==> src/rtl/core/ctc_pkg.sv <==
// ctc_pkg: shared types, constants and helpers for the columnar transposition cipher
// depends on nothing; used by columnar_transposition_cipher
package ctc_pkg;

  localparam int MAX_COLS = 8;
  localparam int ROWS     = 4;
  localparam int CELLS    = ROWS * MAX_COLS;
  localparam int IDX_W    = $clog2(CELLS);
  localparam int ROW_W    = $clog2(ROWS);
  localparam int COL_W    = $clog2(MAX_COLS);
  localparam int CNT_W    = 6;

  localparam logic [7:0] PAD_CHAR = 8'd45;

  // configuration register indexes
  localparam logic [1:0] CFG_MODE         = 2'd0;
  localparam logic [1:0] CFG_NUM_COLS     = 2'd1;
  localparam logic [1:0] CFG_COLUMN_ORDER = 2'd2;

  localparam logic MODE_ENC = 1'b0;
  localparam logic MODE_DEC = 1'b1;

  localparam logic [3:0]  NUM_COLS_RST     = 4'd4;
  localparam logic [23:0] COLUMN_ORDER_RST = 24'd16434824;

  typedef struct packed {
    logic [7:0] in_byte;
    logic       in_last;
  } ctc_in_t;

  typedef struct packed {
    logic [7:0] out_byte;
    logic       out_last;
  } ctc_out_t;

  typedef enum logic {
    ST_LOAD,
    ST_EMIT
  } ctc_state_t;

  // source column named at key position pos
  function automatic logic [COL_W-1:0] key_col(input logic [23:0] order,
                                               input logic [COL_W-1:0] pos);
    logic [23:0] sh;
    sh = order >> (5'(pos) * 5'd3);
    return sh[COL_W-1:0];
  endfunction

  // column count clamped to 1..MAX_COLS
  function automatic logic [3:0] eff_cols(input logic [3:0] n);
    logic [3:0] c;
    c = n;
    if (c == 4'd0) begin
      c = 4'd1;
    end
    if (c > 4'(MAX_COLS)) begin
      c = 4'(MAX_COLS);
    end
    return c;
  endfunction

endpackage

==> src/rtl/core/ctc_ram.sv <==
// ctc_ram: generic single-write, single-read synchronous ram with registered read
// depends on nothing
module ctc_ram #(
  parameter int WIDTH = 8,
  parameter int DEPTH = 32
) (
  input  logic                     clk,
  input  logic                     we,
  input  logic [$clog2(DEPTH)-1:0] waddr,
  input  logic [WIDTH-1:0]         wdata,
  input  logic [$clog2(DEPTH)-1:0] raddr,
  output logic [WIDTH-1:0]         rdata
);

  logic [WIDTH-1:0] mem [DEPTH];

  always_ff @(posedge clk) begin
    if (we) begin
      mem[waddr] <= wdata;
    end
    rdata <= mem[raddr];
  end

endmodule

==> src/rtl/core/columnar_transposition_cipher.sv <==
// columnar_transposition_cipher: top level, grid store, load and emission sequencer
// depends on ctc_pkg and ctc_ram
//
// Message bytes are taken one item per clock while busy is low. Encrypt fills a
// 4-row grid row by row; decrypt fills it column by column, each byte going
// straight to the column that column_order names for its key position. Bytes
// past 4 x num_cols are dropped. The item with in_last set starts emission:
// busy stays high while the sequencer reads all 4 x num_cols grid cells
// (effective column count 1..8), one grid cell per cycle, through the single
// read port of the grid ram, and each result appears in the cycle after its read
// on out_data with out_valid high for one cycle. The receiver cannot stall, so
// results must be taken as they appear. Unwritten cells come out as '-'.
// Encrypt emits column by column in key order, decrypt row by row; out_last
// marks the final cell. Configuration is written through cfg_we/cfg_index/
// cfg_wdata and is taken immediately; writes while busy are not supported.
module columnar_transposition_cipher (
  input  logic             clk,
  input  logic             rst_n,
  // item input
  input  logic             start,
  input  ctc_pkg::ctc_in_t in_data,
  output logic             busy,
  // results
  output logic             out_valid,
  output ctc_pkg::ctc_out_t out_data,
  // configuration
  input  logic             cfg_we,
  input  logic [1:0]       cfg_index,
  input  logic [23:0]      cfg_wdata
);

  // configuration registers
  logic        mode_r;
  logic [3:0]  num_cols_r;
  logic [23:0] column_order_r;

  // control state
  ctc_pkg::ctc_state_t state_r, state_nxt;
  logic [ctc_pkg::CNT_W-1:0]  load_count_r, load_count_nxt;
  logic [ctc_pkg::CELLS-1:0]  cell_valid_r, cell_valid_nxt;
  logic [ctc_pkg::COL_W-1:0]  outer_r, outer_nxt;
  logic [ctc_pkg::COL_W-1:0]  inner_r, inner_nxt;

  // read pipeline
  logic out_valid_r, out_last_r, pad_r;

  logic       accept;
  logic       issue;
  logic [3:0] cols;

  always_ff @(posedge clk) begin
    if (!rst_n) begin
      mode_r         <= ctc_pkg::MODE_ENC;
      num_cols_r     <= ctc_pkg::NUM_COLS_RST;
      column_order_r <= ctc_pkg::COLUMN_ORDER_RST;
    end else if (cfg_we) begin
      case (cfg_index)
        ctc_pkg::CFG_MODE:         mode_r         <= cfg_wdata[0];
        ctc_pkg::CFG_NUM_COLS:     num_cols_r     <= cfg_wdata[3:0];
        ctc_pkg::CFG_COLUMN_ORDER: column_order_r <= cfg_wdata;
        default: ;
      endcase
    end
  end

  assign cols   = ctc_pkg::eff_cols(num_cols_r);
  assign accept = start && !busy;

  // ---------------------------------------------------------------- load side
  logic [4:0]                cols2, cols3, row_base;
  logic [ctc_pkg::ROW_W-1:0] enc_row, ld_row;
  logic [ctc_pkg::COL_W-1:0] ld_col;
  logic [ctc_pkg::CNT_W-1:0] enc_rem;
  logic [ctc_pkg::IDX_W-1:0] ld_idx;
  logic                      ld_room, ld_we;

  always_comb begin
    // row = k / cols by comparing with the first multiples of cols (k < 4 x cols)
    cols2   = {cols, 1'b0};
    cols3   = cols2 + 5'(cols);
    enc_row = ctc_pkg::ROW_W'(load_count_r >= 6'(cols))
            + ctc_pkg::ROW_W'(load_count_r >= 6'(cols2))
            + ctc_pkg::ROW_W'(load_count_r >= 6'(cols3));
    case (enc_row)
      2'd1:    row_base = 5'(cols);
      2'd2:    row_base = cols2;
      2'd3:    row_base = cols3;
      default: row_base = 5'd0;
    endcase
    enc_rem = load_count_r - 6'(row_base);

    if (mode_r == ctc_pkg::MODE_ENC) begin
      ld_row = enc_row;
      ld_col = enc_rem[ctc_pkg::COL_W-1:0];
    end else begin
      // decrypt: row is k mod 4, key position k / 4
      ld_row = load_count_r[ctc_pkg::ROW_W-1:0];
      ld_col = ctc_pkg::key_col(column_order_r,
                 load_count_r[ctc_pkg::ROW_W +: ctc_pkg::COL_W]);
    end
    ld_idx  = {ld_row, ld_col};
    ld_room = load_count_r < {cols, 2'b00};
    // a destination column beyond the grid uses up its place but stores nothing
    ld_we   = accept && ld_room && (4'(ld_col) < cols);
  end

  // ---------------------------------------------------------- emission side
  logic [ctc_pkg::COL_W-1:0] inner_max, outer_max;
  logic [ctc_pkg::ROW_W-1:0] rd_row;
  logic [ctc_pkg::COL_W-1:0] rd_col;
  logic [ctc_pkg::IDX_W-1:0] rd_idx;
  logic                      inner_end, issue_last, rd_pad;

  always_comb begin
    if (mode_r == ctc_pkg::MODE_ENC) begin
      // outer walks key positions, inner walks rows
      outer_max = ctc_pkg::COL_W'(cols - 4'd1);
      inner_max = ctc_pkg::COL_W'(ctc_pkg::ROWS - 1);
      rd_row    = inner_r[ctc_pkg::ROW_W-1:0];
      rd_col    = ctc_pkg::key_col(column_order_r, outer_r);
    end else begin
      outer_max = ctc_pkg::COL_W'(ctc_pkg::ROWS - 1);
      inner_max = ctc_pkg::COL_W'(cols - 4'd1);
      rd_row    = outer_r[ctc_pkg::ROW_W-1:0];
      rd_col    = inner_r;
    end
    rd_idx     = {rd_row, rd_col};
    inner_end  = inner_r == inner_max;
    issue_last = inner_end && (outer_r == outer_max);
    rd_pad     = (4'(rd_col) >= cols) || !cell_valid_r[rd_idx];
  end

  // ------------------------------------------------------------- state machine
  always_comb begin
    state_nxt = state_r;
    case (state_r)
      ctc_pkg::ST_LOAD: begin
        if (accept && in_data.in_last) begin
          state_nxt = ctc_pkg::ST_EMIT;
        end
      end
      ctc_pkg::ST_EMIT: begin
        if (issue_last) begin
          state_nxt = ctc_pkg::ST_LOAD;
        end
      end
      default: state_nxt = ctc_pkg::ST_LOAD;
    endcase
  end

  always_comb begin
    busy  = 1'b0;
    issue = 1'b0;
    case (state_r)
      ctc_pkg::ST_LOAD: ;
      ctc_pkg::ST_EMIT: begin
        busy  = 1'b1;
        issue = 1'b1;
      end
      default: ;
    endcase
  end

  // counters and valid bits
  always_comb begin
    load_count_nxt = load_count_r;
    cell_valid_nxt = cell_valid_r;
    outer_nxt      = outer_r;
    inner_nxt      = inner_r;
    if (accept && ld_room) begin
      load_count_nxt = load_count_r + 6'd1;
    end
    if (ld_we) begin
      cell_valid_nxt[ld_idx] = 1'b1;
    end
    if (issue) begin
      if (issue_last) begin
        // grid is free for the next message
        outer_nxt      = '0;
        inner_nxt      = '0;
        load_count_nxt = '0;
        cell_valid_nxt = '0;
      end else if (inner_end) begin
        inner_nxt = '0;
        outer_nxt = outer_r + 3'd1;
      end else begin
        inner_nxt = inner_r + 3'd1;
      end
    end
  end

  always_ff @(posedge clk) begin
    if (!rst_n) begin
      state_r      <= ctc_pkg::ST_LOAD;
      load_count_r <= '0;
      cell_valid_r <= '0;
      outer_r      <= '0;
      inner_r      <= '0;
      out_valid_r  <= 1'b0;
      out_last_r   <= 1'b0;
    end else begin
      state_r      <= state_nxt;
      load_count_r <= load_count_nxt;
      cell_valid_r <= cell_valid_nxt;
      outer_r      <= outer_nxt;
      inner_r      <= inner_nxt;
      out_valid_r  <= issue;
      out_last_r   <= issue && issue_last;
    end
  end

  // pad flag travels alongside the ram read
  always_ff @(posedge clk) begin
    pad_r <= rd_pad;
  end

  logic [7:0] grid_rdata;

  ctc_ram #(
    .WIDTH(8),
    .DEPTH(ctc_pkg::CELLS)
  ) u_grid (
    .clk  (clk),
    .we   (ld_we),
    .waddr(ld_idx),
    .wdata(in_data.in_byte),
    .raddr(rd_idx),
    .rdata(grid_rdata)
  );

  assign out_valid         = out_valid_r;
  assign out_data.out_byte = pad_r ? ctc_pkg::PAD_CHAR : grid_rdata;
  assign out_data.out_last = out_last_r;

  // ---------------------------------------------------------------- checks
  a_out_follows_emit: assert property (@(posedge clk) disable iff (!rst_n)
    out_valid |-> $past(state_r == ctc_pkg::ST_EMIT))
    else $error("result without a preceding read");

  a_count_bound: assert property (@(posedge clk) disable iff (!rst_n)
    load_count_r <= ctc_pkg::CNT_W'(ctc_pkg::CELLS))
    else $error("load count beyond grid");

  a_clear_after_emit: assert property (@(posedge clk) disable iff (!rst_n)
    (issue && issue_last) |=> (cell_valid_r == '0 && load_count_r == '0))
    else $error("grid not cleared after emission");

  a_last_strobed: assert property (@(posedge clk) disable iff (!rst_n)
    out_data.out_last |-> out_valid)
    else $error("out_last without strobe");

  a_busy_end: assert property (@(posedge clk) disable iff (!rst_n)
    $fell(busy) |-> (out_valid && out_data.out_last))
    else $error("busy dropped before final item");

endmodule
==> config.mk <==
export PLATFORM = sky130hd
export DESIGN_NAME = columnar_transposition_cipher
export DESIGN_NICKNAME = d
export VERILOG_FILES = /design/src/rtl/core/ctc_pkg.sv /design/src/rtl/core/ctc_ram.sv /design/src/rtl/core/columnar_transposition_cipher.sv
export SDC_FILE = /design/constraint.sdc
export NUM_CORES = 1
export LEC_CHECK = 0
export BUFFER_PORTS_ARGS = -buffer_cell sky130_fd_sc_hd__buf_2
export CAP_MARGIN = 20
export CORE_ASPECT_RATIO = 0.8
export CORE_MARGIN = 10
export CORE_UTILIZATION = 62
export DETAILED_ROUTE_END_ITERATION = 12
export GPL_TIMING_DRIVEN = 0
export PLACE_DENSITY = 0.79
export SETUP_SLACK_MARGIN = 0.05
export SYNTH_ARGS = -nofsm -noshare
export SYNTH_HDL_FRONTEND = slang
export SYNTH_SLANG_ARGS = --single-unit
==> constraint.sdc <==
create_clock -name clk -period 9.3 [get_ports clk]
set_clock_uncertainty 0.1 [all_clocks]
set_input_delay 1.86 -clock clk [delete_from_list [all_inputs] [get_ports clk]]
set_output_delay 1.86 -clock clk [all_outputs]
set_load 0.01 [all_outputs]
==> results of run 1 <==
## cells in the final DEF (no fill, tap or decap), types with 35 or more instances in the layout
| master | instances |
|---|---|
| dfxtp_1 | 85 |
| mux4_2 | 35 |
| edfxtp_1 | 256 |
| nand2_1 | 185 |
| clkbuf_1 | 41 |
| clkbuf_16 | 35 |
| mux2i_1 | 39 |
| nor2_1 | 52 |
| buf_2 | 74 |
| nand3_1 | 47 |
## layer usage
metal | wire [microns] | vias up
li1 | - | 4361
met1 | 15400 | 4804
met2 | 16500 | 494
met3 | 3790 | 94
met4 | 1300 | 0
met5 | 0 | -
## layout make-up
type | count | share of cell area, %
repair buffers | 57 | 1.72
inverters | 17 | 0.385
plain buffers | 65 | 2.08
clock buffers | 42 | 5.50
clock inverters | 19 | 1.42
flip-flops and latches | 341 | 56.7
multi-input cells | 694 | 29.9
well taps | 312 | 2.36
## report_power, final
group	internal (mW)	total, mW	switching [mW]
Sequential	1.67	1.68	0.0158
Combinational	0.0884	0.265	0.176
Clock	0.842	1.42	0.577
Total	2.60	3.37	0.769
## sequential cells by signal, indices dropped and copies added (netlist names)
name / flops
cell_valid_r: 32
column_order_r: 24
inner_r: 3
load_count_r: 6
mode_r: 1
num_cols_r: 4
out_last_r: 1
out_valid: 1
outer_r: 3
pad_r: 1
state_r: 1
u_grid.mem: 256
u_grid.rdata: 8
## per-stage QoR
step	setup WS [ns]	std cells	area [sq um]	total power [mW]	hold WS, ns
5_1_grt	0.537	1547	16600	3.46	0.376
4_1_cts	1.23	1547	16600	3.37	0.369
6_report	1.19	1547	16600	3.37	0.372
3_5_place_dp	1.28	1486	15400	1.97	0.354
2_1_floorplan	2.61	1117	14700	1.87	0.335
3_3_place_gp	1.29	1477	15400	1.96	0.341
## worst max-delay path, cell delays in order, from the launching register on
cell,delay [ns]
dfxtp_1,0.31
clkbuf_1,0.40
inv_1,0.26
nand2_1,0.34
inv_1,0.16
ha_1,0.26
fa_1,0.52
inv_1,0.05
ha_1,0.25
nor2b_1,0.12
o21ai_0,0.14
nand2b_1,0.08
a211oi_1,0.30
fa_1,0.59
o21ai_0,0.20
o21ai_0,0.14
fa_1,0.42
xor2_1,0.18
xnor2_1,0.15
o21ai_1,0.33
ha_1,0.31
o21a_1,0.10
o21ai_0,0.42
o21bai_1,0.27
clkbuf_1,0.27
or2_1,0.35
nor2_1,0.70
## cells by family (layout without fill, tap and decap cells)
family | Yosys count | after routing | synth area share, %
fa+ha+maj | 30 | 30 | 2.70
mux | 86 | 86 | 9.43
compound gates | 174 | 174 | 8.40
simple gates | 389 | 389 | 12.0
flops | 341 | 341 | 63.8
buf+inv | 82 | 200 | 2.77
xor+xnor | 15 | 15 | 0.892
## worst paths after layout
| path | start | end | slack (ns) | cells past startpoint |
|---|---|---|---|---|
| max | num_cols_r[3] | u_grid.mem[22][3] | 1.19 | 26 |
| min | cell_valid_r[8] | cell_valid_r[8] | 0.37 | 1 |
| max reg2reg | num_cols_r[3] | u_grid.mem[22][3] | 1.19 | 26 |
| min reg2reg | cell_valid_r[8] | cell_valid_r[8] | 0.37 | 1 |
==> reports/metrics.yaml, run 1 <==
core_sq_um: 23400
clock-sinks: 341
synth_top_area_share_pct: 52.2
yosysUniqueCellTypes: 63
drc: 0
grt_pass1_wl_mm: 57.2
root_buffer: "clkbuf_16"
worstPathMaxFanout: 10
fin_nets: 1279
use_met1_pct: 35.3
tritoncts: "done"
tightestPinTransition_ns: 1.11
routed_wl_mm: 37.0
power_density_nw_per_um2: 203
rsz0062_at_grt: "false"
yosysWarnings: 0
clk_path_buf_depth: 3
rows: 50
slew_headroom_pct: 25.8
max-vdd-ir-drop_mv: 0.147
first_pass_iters: 5
synthArstFlopShare_pct: 0
startpoint_type: "flop"
place_congestion: 0.980
cp-end-kind: "flop"
wl_per_cell_microns: 23.9
grt-busiest-layer: "met2"
synth_seq_cells: 341
antenna_found_initial: 0
crit_type: "reg2reg"
grt_overflow_total: 0
clkLatencyLatePin_ns: 0.51
yosys-top-cells-area: "edfxtp_1 52%, dfxtp_1 12%, mux4_2 5.4%"
post_cts_buffers: 0
grt_pass1_vias: 9777
fmax_mhz: 123
yosysTopAreaCell: "edfxtp_1"
detail-route-antenna-nets: 0
status: "finished clean"
cts_buffers: 34
fin_crit_ns: 8.11
synthTopCellsByCount: "256 x edfxtp_1, 185 x nand2_1, 85 x dfxtp_1"
met2_usage_pct: 36.9
die_h_microns: 158
fin_util_pct: 70.8
dieArea_sq_um: 30400
finalCritPeriodShare_pct: 87.2
yosysMostFrequentCell: "edfxtp_1"
seq_area_sq_um: 9390
avgSynthCellArea_sq_um: 13.2
num_vias: 9753
area_growth_pct: 12.6
synth_fp_nets: 1186
worstPathArrival_ns: 8.14
synth_edf_count: 256
ctsHtreeMaxLevel: 2
setup_viol: 0
grtUsageMet3_pct: 5.23
cp.required_ns: 9.33
ios: 50
holdCritPathClass: "reg2reg"
power.leakage_nw: 5.77
fin_tns_setup_ns: 0
start_util_pct: 62.9
grtUsageTotal_pct: 24.9
maxCapViolCount: 0
dr.first_iter.drc_count: 1146
hpwl_mm: 25.3
syn_area_sq_um: 14700
synthCells: 1117
viasPerCell: 6.30
drv_slew: 0
drive_gt1_share_pct: 16.3
multi_input_area_sq_um: 4950
cts_hold_buf: 0
synth-main-ff-cell: "edfxtp_1"
fill_cells: 1566
n_antenna_cell: 0
portBuffers: 48
grt_start_max_net_pins: 33
synth-seq-area-share_pct: 63.8
path_clk_slew_ns: 0.07
hold_viol: 0
die_x_microns: 192
ctsResizeCount: 0
Power figures use the tool's default switching activity.
==> run 2: changes to the inputs <==
Settings changed: MAX_ROUTING_LAYER set to met4.
==> run 2 against run 1 <==
Net effect: cell area stayed put; non-clock buffer count stayed put; critical path depth stayed put; largest power group unchanged; global-route usage is 0.70 points higher.
==> reports/metrics.yaml, run 2 (same netlist as run 1, synthesis figures left out) <==
grt_pass1_wl_mm: 57.2  # about the same
dieArea_sq_um: 30400  # unchanged
startpoint_type: "flop"
grtUsageTotal_pct: 25.6  # +0.70 points
drive_gt1_share_pct: 16.3  # unchanged
post_cts_buffers: 0  # unchanged
holdCritPathClass: "reg2reg"
cp-end-kind: "flop"
ios: 50  # unchanged
n_antenna_cell: 0  # unchanged
routed_wl_mm: 37.0  # -0.14%
worstHoldEndpoint: "cell_valid_r[6]"
fin_nets: 1279  # unchanged
num_vias: 9806  # +0.54%
viasPerCell: 6.34  # +0.54%
power.leakage_nw: 5.77  # unchanged
critPathBufInv: 5  # unchanged
dr.first_iter.drc_count: 1067  # -6.9%
first_pass_iters: 5  # unchanged
area_growth_pct: 12.6  # unchanged
top_regs: "u_grid.mem: 256 flops, cell_valid_r: 32 flops, column_order_r: 24 flops"
reg2reg_to: "u_grid.mem[22][3]"
setup_viol: 0  # unchanged
worstPathArrival_ns: 8.13  # about the same
hpwl_mm: 25.3  # unchanged
grt_overflow_total: 0  # unchanged
clkLatencyLatePin_ns: 0.52  # about the same
fin_tns_setup_ns: 0  # unchanged
whs_path_depth: 1  # unchanged
layout_common_cells: "256 x edfxtp_1, 185 x nand2_1, 85 x dfxtp_1, 74 x buf_2, 52 x nor2_1"
worstPathMaxFanout: 10  # unchanged
rrSetupSlack_ns: 1.20  # about the same
drc: 0  # unchanged
path_common_cell: "o21ai_0"
antenna_found_initial: 0  # unchanged
cp.required_ns: 9.33  # about the same
tritoncts: "done"
rsz0062_at_grt: "false"
rows: 50  # unchanged
start_util_pct: 62.9  # unchanged
crit_path_top_delay_cell: "nor2_1"
largest_register_ffs: 256  # unchanged
max-vdd-ir-drop_mv: 0.147  # +0.22%
die_h_microns: 158  # unchanged
max_stage_delay_ns: 0.72  # +0.02 ns
fmax_mhz: 123  # about the same
slew_headroom_pct: 28.1  # +2.3 points
die_x_microns: 192  # unchanged
root_buffer: "clkbuf_16"
drv_slew: 0  # unchanged
detail-route-antenna-nets: 0  # unchanged
cp_top_family: "adder cells"
grt_pass1_vias: 9777  # unchanged
fill_cells: 1566  # unchanged
min_from: "cell_valid_r[6]"
tightestPinTransition_ns: 1.07  # -0.0341 ns
clk_path_buf_depth: 3  # unchanged
fin_crit_ns: 8.10  # -0.00402 ns
fin_util_pct: 70.8  # unchanged
ctsResizeCount: 0  # unchanged
layout_commonest_cell: "edfxtp_1"
r2r-start: "num_cols_r[3]"
wl_per_cell_microns: 23.9  # -0.14%
maxCapViolCount: 0  # unchanged
clock-sinks: 341  # unchanged
ctsHtreeMaxLevel: 2  # unchanged
cts_hold_buf: 0  # unchanged
status: "finished clean"
path_clk_slew_ns: 0.07  # about the same
hold_viol: 0  # unchanged
r2r_cells: 26  # unchanged
core_sq_um: 23400  # unchanged
finalCritPeriodShare_pct: 87.1  # about the same
place_congestion: 0.998  # +1.9%
cts_buffers: 34  # unchanged
power_density_nw_per_um2: 203  # about the same
regMostFlops: "u_grid.mem"
crit_type: "reg2reg"
grt_start_max_net_pins: 33  # unchanged
portBuffers: 48  # unchanged
-- run 2: cell counts in the layout (fill, tap and decap cells not counted) --
Identical to the previous run, type by type.
-- run 2: worst max path at each step --
stage / cells past startpoint / slack [ns] / startpoint / end
2_1_floorplan: 25 / 2.61 / num_cols_r[3] / u_grid.mem[3][0]
3_3_place_gp: 25 / 1.29 / num_cols_r[3] / u_grid.mem[7][5]
3_5_place_dp: 26 / 1.28 / num_cols_r[3] / u_grid.mem[22][3]
4_1_cts: 26 / 1.23 / num_cols_r[3] / u_grid.mem[22][3]
5_1_grt: 26 / 0.51 / num_cols_r[3] / u_grid.mem[23][3]
6_report: 26 / 1.20 / num_cols_r[3] / u_grid.mem[22][3]
-- run 2: final cells by class --
class | instances | area (sq um) | area share [%]
Buffer | 65 | 344 | 2.08
Clock buffer | 42 | 912 | 5.50
Clock inverter | 19 | 235 | 1.42
Inverter | 17 | 63.8 | 0.385
Multi-Input combinational cell | 694 | 4950 | 29.9
Sequential cell | 341 | 9390 | 56.7
Tap cell | 312 | 390 | 2.36
Timing Repair Buffer | 57 | 285 | 1.72
-- run 2: through the flow --
stage	power (mW)	setup WS, ns	area, sq um	hold WS (ns)	std cells
after floorplan	1.87	2.61	14700	0.335	1117
after global placement	1.96	1.29	15400	0.341	1477
after detailed placement	1.97	1.28	15400	0.354	1486
after CTS	3.37	1.23	16600	0.369	1547
after global routing	3.46	0.505	16600	0.376	1547
final	3.37	1.20	16600	0.366	1547
-- run 2: power breakdown --
part / internal, mW / switching (mW) / total, mW / leakage, nW
sequential: 1.67 / 0.0159 / 1.68 / 3.00
combinational: 0.0884 / 0.176 / 0.264 / 2.22
clock: 0.842 / 0.578 / 1.42 / 0.552
total: 2.60 / 0.770 / 3.37 / 5.77
-- run 2: metal layers --
metal	vias to the layer above	share of wire (%)	global-route usage, %
li1	4365	-	-
met1	4820	42	35.3
met2	514	45	37.1
met3	107	10	5.04
met4	0	3.7	9.69
met5	-	0	-
==> run 3: changes to the inputs <==
Settings changed: ABC_AREA set to 1, PLACE_DENSITY 0.79 to 0.78.
==> run 3 against run 2 <==
Net effect: routed wire length grew 29%; cell area grew 7.4%; clock power is essentially flat; sequential share of layout area shrank 3.9 points; synthesized cell count grew 53%.
==> reports/metrics.yaml, run 3 <==
antenna_found_initial: 0  # unchanged
synth_edf_count: 256  # unchanged
grtUsageTotal_pct: 30.3  # +4.7 points
cts_buffers: 36  # +5.9%
clkLatencyLatePin_ns: 0.51  # about the same
portBuffers: 49  # +2.1%
fin_area_sq_um: 17800  # +7.4%
r2r-start: "num_cols_r[3]"
grt_start_max_net_pins: 33  # unchanged
synth_top_family_by_area: "simple AND/OR/NAND/NOR gates"
hold_viol: 0  # unchanged
tritoncts: "done"
ctsResizeCount: 0  # unchanged
cts_hold_buf: 0  # unchanged
synth_compound_area_share_pct: 7.45  # -0.96 points
max-vdd-ir-drop_mv: 0.158  # +7.7%
grt_pass1_vias: 11920  # +22%
die_x_microns: 200  # +3.8%
clk_path_buf_depth: 3  # unchanged
yosys-top-cells-area: "edfxtp_1 48%, dfxtp_1 11%, nand2_1 10%"
fmax_mhz: 139  # +13%
n_antenna_cell: 0  # unchanged
power.leakage_nw: 7.39  # +28%
yosysUniqueCellTypes: 40  # -37%
drv_slew: 0  # unchanged
max_stage_delay_ns: 0.84  # +0.12 ns
hpwl_mm: 33.7  # +33%
rows: 52  # +4.0%
drive_gt1_share_pct: 10.3  # -6.0 points
fin_tns_setup_ns: 0  # unchanged
synth_fp_nets: 1777  # +50%
crit_start: "num_cols_r[3]"
core_sq_um: 25400  # +8.4%
die_h_microns: 164  # +3.7%
crit_path_top_delay_cell: "nor2_1"
viasPerCell: 6.01  # -5.2%
yosysWarnings: 0  # unchanged
synth_seq_cells: 341  # unchanged
tightestPinTransition_ns: 1.05  # -0.0216 ns
grt-busiest-layer: "met1"
root_buffer: "clkbuf_16"
slew_headroom_pct: 29.5  # +1.4 points
yosysMostFrequentCell: "nand2_1"
startpoint_type: "flop"
p_total_mw: 3.65  # +8.4%
cp.required_ns: 9.33  # about the same
synthCells: 1708  # +53%
synth-main-ff-cell: "edfxtp_1"
start_util_pct: 63.0  # +0.12 points
endpoint: "u_grid.mem[27][7]"
ctsHtreeMaxLevel: 2  # unchanged
worstPathArrival_ns: 7.23  # -0.90 ns
path_common_cell: "inv_1"
yosysTopAreaCell: "edfxtp_1"
place_congestion: 1.04  # +4.5%
maxCapViolCount: 0  # unchanged
grt_overflow_total: 0  # unchanged
clock-sinks: 341  # unchanged
grt_pass1_wl_mm: 71.6  # +25%
rsz0062_at_grt: "false"
top_regs: "u_grid.mem: 256 flops, cell_valid_r: 32 flops, column_order_r: 24 flops"
post_cts_buffers: 0  # unchanged
drc: 0  # unchanged
layout_commonest_cell: "nand2_1"
status: "finished clean"
r2r_cells: 31  # +19%
rrSetupSlack_ns: 2.10  # +0.90 ns
regMostFlops: "u_grid.mem"
reg2reg_to: "u_grid.mem[27][7]"
area_growth_pct: 11.3
dieArea_sq_um: 32700  # +7.6%
setup_viol: 0  # unchanged
use_met1_pct: 44.2  # +8.9 points
routed_wl_mm: 47.7  # +29%
power_density_nw_per_um2: 205  # +0.90%
num_vias: 12899  # +32%
holdCritPathClass: "reg2reg"
yosys.area_share.xor_xnor_pct: 0.438  # -0.45 points
avgSynthCellArea_sq_um: 9.37  # -29%
detail-route-antenna-nets: 0  # unchanged
synthMuxAreaShare_pct: 0  # -9.4 points
cp-end-kind: "flop"
path_clk_slew_ns: 0.06  # about the same
dr.first_iter.drc_count: 1857  # +74%
grtUsageMet3_pct: 7.24  # +2.2 points
met2_usage_pct: 40.9  # +3.8 points
worstPathMaxFanout: 10  # unchanged
finalCritPeriodShare_pct: 77.4  # -9.7 points
synthTopCellsByCount: "440 x nand2_1, 256 x edfxtp_1, 246 x nand3_1"
fin_util_pct: 70.2  # -0.66 points
synthArstFlopShare_pct: 0  # unchanged
postPlaceCellArea_sq_um: 16700  # +8.0%
largest_register_ffs: 256  # unchanged
syn_area_sq_um: 16000  # +8.7%
synth-seq-area-share_pct: 58.7  # -5.1 points
first_pass_iters: 6  # +1
layout_common_cells: "440 x nand2_1, 256 x edfxtp_1, 246 x nand3_1, 223 x inv_1, 85 x dfxtp_1"
synth-simple-area-share_pct: 22.0  # +10 points
wl_per_cell_microns: 22.2  # -7.1%
fin_crit_ns: 7.20  # -0.902 ns
place_ws_ns: 2.24  # +0.967 ns
synth_adder_area_share_pct: 2.49  # -0.22 points
fin_nets: 1864  # +46%
synth_top_area_share_pct: 48.1  # -4.2 points
fill_cells: 1923  # +23%
crit_type: "reg2reg"
worst_slack_ns: 2.10  # +0.902 ns
ios: 50  # unchanged
run 3: changes by cell type in the layout (fill, tap and decap cells not counted), moves of 13 or more:
cell and delta:
nand3b_1 +18, inv_1 +209, a21oi_1 +26, nand3_1 +199, o21bai_1 +18, and3_1 -13, nor2_1 +24, mux4_2 -35
mux2i_1 -39, nand2_1 +255, o21ai_0 +17, and2_1 -14, o211ai_1 +56, o21a_1 -28
run 3: report_power, final:
part	total, mW	switching (mW)	internal (mW)
registers	1.70	0.0214	1.68
logic	0.538	0.387	0.151
clock network	1.41	0.587	0.822
total	3.65	0.996	2.66
run 3: how the worst min path moves through the flow:
| stage | from | endpoint | slack, ns | cells after the start |
|---|---|---|---|---|
| after floorplan | cell_valid_r[21] | cell_valid_r[21] | 0.33 | 2 |
| after global placement | cell_valid_r[17] | cell_valid_r[17] | 0.34 | 2 |
| after detailed placement | cell_valid_r[15] | cell_valid_r[15] | 0.34 | 2 |
| after CTS | cell_valid_r[15] | cell_valid_r[15] | 0.35 | 2 |
| after global routing | cell_valid_r[21] | cell_valid_r[21] | 0.36 | 2 |
| final | cell_valid_r[26] | cell_valid_r[26] | 0.35 | 2 |
run 3: per-layer routing:
metal	vias up	routed length [microns]
met1	6081	20000
met4	0	1250
met3	108	6740
met2	829	19600
met5	-	0
li1	5881	-
run 3: final cells by class:
type                            count  area, sq um  share of cell area, %
Tap cell                          324          405                   2.28
Clock buffer                       50         1020                   5.71
Clock inverter                     16          136                  0.766
Sequential cell                   341         9390                   52.7
Inverter                          238          893                   5.02
Multi-Input combinational cell   1043         5180                   29.1
Buffer                             86          538                   3.02
Timing Repair Buffer               49          245                   1.38
run 3: logic make-up after synthesis:
logic type	count (synthesis)
buffers and inverters	324
XOR/XNOR	8
AND/OR/NAND/NOR	814
flip-flops	341
adder cells (fa/ha/maj)	30
AO/OA/AOI/OAI	191
run 3: worst max-delay path: cells and delay by family, from the launching register on:
| kind | cells | cell delay, ns |
|---|---|---|
| fa+ha+maj | 6 | 2.31 |
| simple gates | 11 | 2.03 |
| buf+inv | 9 | 1.11 |
| compound gates | 4 | 0.63 |
| flops | 1 | 0.43 |
| xor+xnor | 1 | 0.19 |
run 3: metrics by stage:
step | cells | hold slack [ns]
global route | 2147 | 0.363
detailed placement | 2081 | 0.340
CTS | 2147 | 0.349
finish | 2147 | 0.351
floorplan | 1708 | 0.329
global placement | 2081 | 0.338
